File: src/imufd_pkg.sv
// ----------------------------------------------------------------------------
// imufd_pkg
// Shared types and constants for the 11-byte sensor frame deframer/decoder.
// ----------------------------------------------------------------------------
package imufd_pkg;

	// frame layout and protocol bytes
	localparam int unsigned FRAME_LEN = 11;
	localparam logic [7:0]  HDR_BYTE   = 8'h55;
	localparam logic [7:0]  TYPE_MASK  = 8'h50;
	localparam logic [7:0]  TYPE_ACCEL = 8'h51;
	localparam logic [7:0]  TYPE_ANGLE = 8'h53;
	localparam logic [7:0]  TYPE_PRESS = 8'h56;

	// frame kind codes on the result
	localparam logic [1:0] KIND_ACCEL = 2'd0;
	localparam logic [1:0] KIND_ANGLE = 2'd1;
	localparam logic [1:0] KIND_PRESS = 2'd2;

	// enable mask bits
	localparam int unsigned EN_TEMP  = 0;
	localparam int unsigned EN_ROLL  = 1;
	localparam int unsigned EN_PITCH = 2;
	localparam int unsigned EN_YAW   = 3;
	localparam int unsigned EN_PRESS = 4;

	// widths
	localparam int unsigned MASK_W  = 5;
	localparam int unsigned FILL_W  = 4;
	localparam int unsigned ANGLE_W = 17;
	localparam int unsigned TDATA_W = 104;

	// a candidate frame and its check result, as seen by the decoder
	typedef struct packed {
		logic                           ok;
		logic [FRAME_LEN-1:0][7:0]      bytes;
	} frame_t;

	// one decoded result
	typedef struct packed {
		logic [1:0]                  frame_kind;
		logic signed [15:0]          temperature_centi;
		logic                        temperature_valid;
		logic signed [ANGLE_W-1:0]   roll_deg_q8;
		logic                        roll_valid;
		logic signed [ANGLE_W-1:0]   pitch_deg_q8;
		logic                        pitch_valid;
		logic signed [ANGLE_W-1:0]   yaw_deg_q8;
		logic                        yaw_valid;
		logic [31:0]                 pressure_raw;
		logic                        pressure_valid;
	} result_t;

	// raw angle word to degrees with 8 fraction bits: (raw*45) >>> 5
	function automatic logic signed [ANGLE_W-1:0] angle_q8(input logic [15:0] raw);
		logic signed [21:0] prod;
		prod = 22'(signed'(raw)) * 22'sd45;
		return ANGLE_W'(prod >>> 5);
	endfunction

endpackage

File: src/imufd_window.sv
// ----------------------------------------------------------------------------
// imufd_window
// Eleven-byte receive window with fill count, header/type/checksum checks and
// the resynchronising byte drops.
// ----------------------------------------------------------------------------
module imufd_window (
	input  logic                clk,
	input  logic                arst_n,
	input  logic                step,
	input  logic [7:0]          rx_byte,
	output imufd_pkg::frame_t   frame
);

	localparam int unsigned LEN = imufd_pkg::FRAME_LEN;

	logic [imufd_pkg::FILL_W-1:0] fill_q;
	logic [LEN-2:0][7:0]          win_q;

	logic       full;
	logic       hdr_ok;
	logic       type_ok;
	logic       sum_ok;
	logic [7:0] sum;

	// checks on the window completed by the incoming byte
	always_comb begin
		sum = '0;
		for (int i = 0; i < LEN - 1; i++) begin
			sum = sum + win_q[i];
		end
		full    = (fill_q == imufd_pkg::FILL_W'(LEN - 1));
		hdr_ok  = (win_q[0] == imufd_pkg::HDR_BYTE);
		type_ok = ((win_q[1] & imufd_pkg::TYPE_MASK) != 8'h00);
		sum_ok  = (sum == rx_byte);
		frame.ok    = full && hdr_ok && type_ok && sum_ok;
		frame.bytes = {rx_byte, win_q};
	end

	// fill count
	always_ff @(posedge clk or negedge arst_n) begin
		if (!arst_n) begin
			fill_q <= '0;
		end else if (step) begin
			if (!full) begin
				fill_q <= fill_q + 1'b1;
			end else if (!hdr_ok) begin
				fill_q <= imufd_pkg::FILL_W'(LEN - 1);
			end else if (!type_ok) begin
				fill_q <= imufd_pkg::FILL_W'(LEN - 2);
			end else if (!sum_ok) begin
				fill_q <= imufd_pkg::FILL_W'(LEN - 1);
			end else begin
				fill_q <= '0;
			end
		end
	end

	// window bytes: append, or slide by one or two on a bad frame
	always_ff @(posedge clk) begin
		if (step) begin
			if (!full) begin
				win_q[fill_q] <= rx_byte;
			end else if (!hdr_ok || (type_ok && !sum_ok)) begin
				win_q[LEN-3:0] <= win_q[LEN-2:1];
				win_q[LEN-2]   <= rx_byte;
			end else if (!type_ok) begin
				win_q[LEN-4:0] <= win_q[LEN-2:2];
				win_q[LEN-3]   <= rx_byte;
			end
		end
	end

	// fill never goes beyond a full window between words
	assert property (@(posedge clk) disable iff (!arst_n)
		fill_q <= imufd_pkg::FILL_W'(LEN - 1))
		else $error("window fill out of range");

	// a good frame empties the window
	assert property (@(posedge clk) disable iff (!arst_n)
		(step && frame.ok) |=> (fill_q == '0))
		else $error("window not emptied after good frame");

	// a word into a part-filled window grows it by one
	assert property (@(posedge clk) disable iff (!arst_n)
		(step && !full) |=> (fill_q == $past(fill_q) + 1'b1))
		else $error("window fill did not advance");

endmodule

File: src/imufd_decode.sv
// ----------------------------------------------------------------------------
// imufd_decode
// Turns a checked frame into a result under the enable mask.
// ----------------------------------------------------------------------------
module imufd_decode (
	input  imufd_pkg::frame_t                 frame,
	input  logic [imufd_pkg::MASK_W-1:0]      mask,
	output imufd_pkg::result_t                res,
	output logic                              res_valid
);

	logic [7:0] kind;
	logic       is_accel;
	logic       is_angle;
	logic       is_press;

	// frame type against the enabled fields
	always_comb begin
		kind     = frame.bytes[1];
		is_accel = (kind == imufd_pkg::TYPE_ACCEL) && mask[imufd_pkg::EN_TEMP];
		is_angle = (kind == imufd_pkg::TYPE_ANGLE) &&
		           (mask[imufd_pkg::EN_ROLL] || mask[imufd_pkg::EN_PITCH] ||
		            mask[imufd_pkg::EN_YAW]);
		is_press = (kind == imufd_pkg::TYPE_PRESS) && mask[imufd_pkg::EN_PRESS];
		res_valid = frame.ok && (is_accel || is_angle || is_press);
	end

	// field values, zero where not reported
	always_comb begin
		res = '0;
		if (is_accel) begin
			res.frame_kind        = imufd_pkg::KIND_ACCEL;
			res.temperature_centi = {frame.bytes[9], frame.bytes[8]};
			res.temperature_valid = 1'b1;
		end else if (is_angle) begin
			res.frame_kind = imufd_pkg::KIND_ANGLE;
			if (mask[imufd_pkg::EN_ROLL]) begin
				res.roll_deg_q8 = imufd_pkg::angle_q8({frame.bytes[3], frame.bytes[2]});
				res.roll_valid  = 1'b1;
			end
			if (mask[imufd_pkg::EN_PITCH]) begin
				res.pitch_deg_q8 = imufd_pkg::angle_q8({frame.bytes[5], frame.bytes[4]});
				res.pitch_valid  = 1'b1;
			end
			if (mask[imufd_pkg::EN_YAW]) begin
				res.yaw_deg_q8 = imufd_pkg::angle_q8({frame.bytes[7], frame.bytes[6]});
				res.yaw_valid  = 1'b1;
			end
		end else if (is_press) begin
			res.frame_kind     = imufd_pkg::KIND_PRESS;
			res.pressure_raw   = {frame.bytes[5], frame.bytes[4],
			                      frame.bytes[3], frame.bytes[2]};
			res.pressure_valid = 1'b1;
		end
	end

endmodule

File: src/imu_frame_deframer_decoder.sv
// ----------------------------------------------------------------------------
// imu_frame_deframer_decoder
// Deframes 11-byte sum-checked sensor frames from a received byte stream and
// decodes temperature, angle and pressure results.
//
//   channel  dir  payload
//   s_*      in   tdata[7:0] rx_byte
//   m_*      out  tuser[1:0] frame_kind; tdata[103:0] decoded fields
//   cfg_*    in   cfg_wr_data[4:0] sensor_enable_mask
//
// One word is accepted per cycle while m_* is not stalled. A word is held in
// the input register, where the window update and frame decode run, and its
// result is registered onto m_*. Reset empties the window and sets all
// enables. A stalled output holds its word; the input register can still
// take one more input word before s_tready drops.
// ----------------------------------------------------------------------------
module imu_frame_deframer_decoder (
	input  logic                                clk,
	input  logic                                arst_n,
	input  logic                                s_tvalid,
	output logic                                s_tready,
	input  logic [7:0]                          s_tdata,   // [7:0] rx_byte
	output logic                                m_tvalid,
	input  logic                                m_tready,
	// [15:0] temperature_centi, [16] temperature_valid, [33:17] roll_deg_q8,
	// [34] roll_valid, [51:35] pitch_deg_q8, [52] pitch_valid,
	// [69:53] yaw_deg_q8, [70] yaw_valid, [102:71] pressure_raw,
	// [103] pressure_valid
	output logic [imufd_pkg::TDATA_W-1:0]       m_tdata,
	output logic [1:0]                          m_tuser,   // [1:0] frame_kind
	input  logic                                cfg_wr_en,
	input  logic [imufd_pkg::MASK_W-1:0]        cfg_wr_data
);

	logic [imufd_pkg::MASK_W-1:0] mask_q;
	logic                         vld_s1;
	logic [7:0]                   byte_s1;
	logic                         out_vld_q;
	imufd_pkg::result_t           out_q;

	logic                         adv;
	logic                         step;
	imufd_pkg::frame_t            frame;
	imufd_pkg::result_t           res;
	logic                         res_valid;

	// enable mask register
	always_ff @(posedge clk or negedge arst_n) begin
		if (!arst_n) begin
			mask_q <= '1;
		end else if (cfg_wr_en) begin
			mask_q <= cfg_wr_data;
		end
	end

	// pipeline control
	assign adv      = !out_vld_q || m_tready;
	assign step     = vld_s1 && adv;
	assign s_tready = !vld_s1 || adv;

	// input register
	always_ff @(posedge clk or negedge arst_n) begin
		if (!arst_n) begin
			vld_s1 <= 1'b0;
		end else if (s_tready) begin
			vld_s1 <= s_tvalid;
		end
	end

	always_ff @(posedge clk) begin
		if (s_tvalid && s_tready) begin
			byte_s1 <= s_tdata;
		end
	end

	imufd_window u_window (
		.clk     (clk),
		.arst_n  (arst_n),
		.step    (step),
		.rx_byte (byte_s1),
		.frame   (frame)
	);

	imufd_decode u_decode (
		.frame     (frame),
		.mask      (mask_q),
		.res       (res),
		.res_valid (res_valid)
	);

	// result register
	always_ff @(posedge clk or negedge arst_n) begin
		if (!arst_n) begin
			out_vld_q <= 1'b0;
		end else if (adv) begin
			out_vld_q <= step && res_valid;
		end
	end

	always_ff @(posedge clk) begin
		if (adv) begin
			out_q <= res;
		end
	end

	// output packing
	assign m_tvalid = out_vld_q;
	assign m_tuser  = out_q.frame_kind;
	assign m_tdata  = {out_q.pressure_valid, out_q.pressure_raw,
	                   out_q.yaw_valid, out_q.yaw_deg_q8,
	                   out_q.pitch_valid, out_q.pitch_deg_q8,
	                   out_q.roll_valid, out_q.roll_deg_q8,
	                   out_q.temperature_valid, out_q.temperature_centi};

	// every delivered word reports at least one field
	assert property (@(posedge clk) disable iff (!arst_n)
		m_tvalid |-> (out_q.temperature_valid || out_q.roll_valid ||
		              out_q.pitch_valid || out_q.yaw_valid || out_q.pressure_valid))
		else $error("result word with no field reported");

	// a held input word never moves while the output is stalled
	assert property (@(posedge clk) disable iff (!arst_n)
		(vld_s1 && out_vld_q && !m_tready) |=> (vld_s1 && $stable(byte_s1)))
		else $error("input register lost a word under stall");

	// a stalled result word is not overwritten
	assert property (@(posedge clk) disable iff (!arst_n)
		(out_vld_q && !m_tready) |=> (out_vld_q && $stable(out_q)))
		else $error("result word overwritten under stall");

endmodule
File: config.mk
export PLATFORM = sky130hd
export DESIGN_NAME = imu_frame_deframer_decoder
export DESIGN_NICKNAME = d
export VERILOG_FILES = /design/src/imufd_pkg.sv /design/src/imufd_window.sv /design/src/imufd_decode.sv /design/src/imu_frame_deframer_decoder.sv
export SDC_FILE = /design/constraint.sdc
export NUM_CORES = 1
export LEC_CHECK = 0
export BUFFER_PORTS_ARGS = -buffer_cell sky130_fd_sc_hd__buf_2
export CORE_UTILIZATION = 40
export CTS_BUF_LIST = sky130_fd_sc_hd__clkbuf_2
export DETAILED_ROUTE_END_ITERATION = 8
export GPL_ROUTABILITY_DRIVEN = 0
export GPL_TIMING_DRIVEN = 0
export PLACE_DENSITY = 0.67
export SETUP_SLACK_MARGIN = 0.1
export SLEW_MARGIN = 5
export SYNTH_ARGS = -nofsm -noshare
export SYNTH_HDL_FRONTEND = slang
export SYNTH_SLANG_ARGS = --single-unit
File: constraint.sdc
create_clock -name clk -period 11.1 [get_ports clk]
set_clock_uncertainty 0.1 [all_clocks]
set_input_delay 0 -clock clk [delete_from_list [all_inputs] [get_ports clk]]
set_output_delay 0 -clock clk [all_outputs]
set_load 0.01 [all_outputs]
==> results.md <==
- Die extent in x: 202 um
- CP Launch Type: flip-flop
- Data required, critical path: 11.65 ns
- Slew @ Worst Pin: 1.25 ns
- Number of H-tree levels: 2
- RSZ-0062 raised after global routing: false
- Max-cap violations: 0
- Worst path top cell family by delay: adder cells
- Synth area leaders: edfxtp_1 (36%), fa_1 (16%), ha_1 (13%)
- R2r endpoint: u_window.frame[7]
- Status: complete, no violations
- Hold path endpoint: byte_s1[0]
- Drt pass-1 iters: 7
- Final Instance Area: 18300 um^2
- DRC Markers: 0
- Register bit total from synthesis: 204
- Worst EP arrival: 7.57 ns
- HPWL after DPL: 29.2 mm
- CP most frequent cell: fa_1
- Syn_area_per_cell: 11.5 um^2
- Ys async rst share: 5.39%
- Setup_tns: 0 ns
- Root Buffer: clkbuf_2
- R2R cell count: 16
- Total CTS buffers: 55
- Global route total overflow: 0
- Post-Synthesis Cells: 1392
- Synth Warn #: 0
- Antenna violations before repair: 3
- Slowest CP cell: o31ai_2
- Tmin final: 7.01 ns
- Via count: 11.4k
- R2r startpoint: u_window.frame[26]
- Die Area: 40900 um^2
- Cell accounting for the most synthesized area: edfxtp_1
- Area post-placement: 17400 um^2
- Crit path capture type: flip-flop
- PostCTS Resize Cnt: 0
- CP cell instances: fa_1, inv_1, fa_1, fa_1, fa_1, inv_1, fa_1, inv_1, fa_1, nand3b_1, nand2_1, xnor2_1, nor4_1, nand3_1, o31ai_2, nor2_1
- Mapped Nets: 1708
- Setup CP Type: reg -> reg
- Fraction of layout cells with a size suffix above 1: 15.5%
- Core area: 39600 um^2
- All-Layer GR Usage: 19.5%
- Final #Nets: 1930
- Row cnt: 73
- Postcts setup bufs: 0
- EDFF count, synth: 193
- Crit path max fanout: 9
- Initial Util: 40.5%
- Via density: 5.22
- Syn Std Cell Area: 16100 um^2
- Hold Vio Cnt, Final: 0
- FF-to-FF setup slack: 4.09 ns
- Post-route ant nets: 0
- Routed length per instance: 18.1 um
- Tcrit/Tclk final: 63.2%
- Final Max Tran Viols: 0
- Max Root-Sink Buffers: 3
- Filler cells: 3697
- CP peak stage delay: 0.79 ns
- Final setup violation count: 0
- Ys flop type: edfxtp_1
- # IOs: 126
- CTS tree: built
- Vias in the first global route: 11.3k
- Highest achievable clock rate: 143 MHz
- Iter 0 DRT Violations: 696
- Top-area cell type share of the netlist area: 36.1%
- Clock slew at reported path FFs: 0.13 ns
- Footprint of the multi-input gates: 8650 um^2
- Post-Route WL: 39.5 mm
- Buffers & Inverters on Critical Path: 3
- Worst-Skew Late Latency: 1.02 ns
- Die Y: 202 um
- WHS Path Cells: 3
- Worst rel slew slack: 16.8%
- Clk sinks: 204
- Non-filler cells, final: 2183
- Yosys cell types: 66
- Area Overhead vs Synth: 13.9%
- Sequential cell area: 6080 um^2
- Sequential fraction of the synthesis area: 37.9%
- Hold Crit Class: in -> reg
- IO buf count: 125
- Largest net degree at the start of global routing: 66
- First-pass GRT wire length: 61.6 mm
- Post-Place Cells: 2044
- Hold_sp: s_tdata[0]
[layout by cell type, fill, tap and decap left out, drive strengths merged, types with 6 or more instances in the layout]
cell and count:
a211oi 6, a21o 26, a21oi 36, a221o 64, a22o 8, and2 65
and3 63, buf 142, clkbuf 98, clkinv 25, dfrtp 6, dlygate4sd3 39
edfxtp 193, fa 131, ha 167, inv 278, nand2 23, nand3 14
nand4 6, nor2 64, nor2b 7, nor3 24, nor4 12, o21ai 6
xnor2 47, xor2 25
[stage by stage]
step / setup slack (ns) / util, % / hold slack [ns]
2_1_floorplan: 5.47 / - / -0.396
3_3_place_gp: 4.34 / 43.7 / -0.195
3_5_place_dp: 4.27 / 43.9 / -0.192
4_1_cts: 4.14 / 46.1 / 0.0557
5_1_grt: 3.85 / 46.1 / 0.0589
6_report: 4.09 / 46.1 / 0.145
[sequential cells by signal (all words and copies together), names as in the netlist]
signal,count
mask_q,5
m_tuser,1
m_tvalid,1
u_window.fill_q,4
m_tdata,104
byte_s1,8
u_window.frame,80
vld_s1,1
[final cells by class]
cell class	count	share of cell area, %
Timing Repair Buffer	165	5.69
Antenna cell	3	0.0411
Tap cell	525	3.59
Multi-Input combinational cell	867	47.3
Sequential cell	204	33.2
Clock inverter	27	0.787
Buffer	44	1.70
Clock buffer	71	1.94
Inverter	277	5.69
[worst reg2reg max path: cells and delay by family, from the launching register on]
family | cells | cell delay, ns
DFF | 1 | 0.65
adders and majority gates | 6 | 3.11
xor gates and xnor gates | 1 | 0.09
and+or+nand+nor | 5 | 1.74
buffers and inverters | 3 | 0.17
AOI/OAI and AO/OA | 1 | 0.79
[synthesized netlist by cell type, types with 3 or more instances]
| master | count |
|---|---|
| a211oi_1 | 6 |
| a21o_1 | 26 |
| a21oi_1 | 35 |
| a221o_1 | 63 |
| a22o_1 | 8 |
| a31o_2 | 5 |
| a31oi_1 | 5 |
| and2_1 | 64 |
| and3_1 | 63 |
| buf_6 | 7 |
| buf_8 | 7 |
| clkbuf_1 | 27 |
| dfrtp_1 | 6 |
| dfstp_2 | 5 |
| edfxtp_1 | 193 |
| fa_1 | 131 |
| ha_1 | 167 |
| inv_1 | 277 |
| mux2_2 | 4 |
| mux2i_1 | 3 |
| nand2_1 | 23 |
| nand2b_1 | 4 |
| nand3_1 | 14 |
| nand3b_1 | 4 |
| nand4_1 | 6 |
| nor2_1 | 64 |
| nor2b_1 | 6 |
| nor3_1 | 24 |
| nor3b_1 | 4 |
| nor4_1 | 12 |
| o211ai_1 | 3 |
| o21a_1 | 5 |
| o21ai_0 | 6 |
| o21bai_1 | 3 |
| o31ai_1 | 3 |
| or2_2 | 4 |
| xnor2_1 | 45 |
| xor2_1 | 25 |
[logic make-up (layout without fill, tap and decap cells)]
logic type / after synthesis / after routing / synth area share, %
buffers and inverters: 321 / 584 / 8.42
and+or+nand+nor: 299 / 299 / 10.2
adders and majority gates: 298 / 298 / 29.4
DFF: 204 / 204 / 37.9
AOI/OAI and AO/OA: 190 / 190 / 9.56
xor gates and xnor gates: 73 / 73 / 4.16
muxes: 7 / 7 / 0.468
other: 0 / 3 / 0
[what timing repair did]
action                                 4_1_cts  5_1_grt
setup endpoints to repair                    0        0
endpoints found under the hold margin       76        0
hold buffers                                38        0
[worst max path at each step]
stage	startpoint	to	slack [ns]	cells past startpoint
after global routing	u_window.frame[8]	u_window.frame[71]	3.85	17
after global placement	u_window.frame[26]	u_window.frame[70]	4.34	16
after CTS	u_window.frame[26]	u_window.frame[68]	4.14	16
after detailed placement	u_window.frame[26]	u_window.frame[5]	4.27	16
final	u_window.frame[26]	u_window.frame[7]	4.09	16
after floorplan	u_window.frame[26]	u_window.frame[16]	5.47	16
[layer usage]
layer	global-route usage (%)	routed length [um]	vias up
met3	4.16	3140	85
met4	7.95	1220	0
li1	-	-	5265
met1	25.9	16800	5563
met2	30.9	18400	490
met5	0	0	-
Power is not shown: default switching activity piles up to over one toggle a cycle in this logic, so the estimate is an artifact.
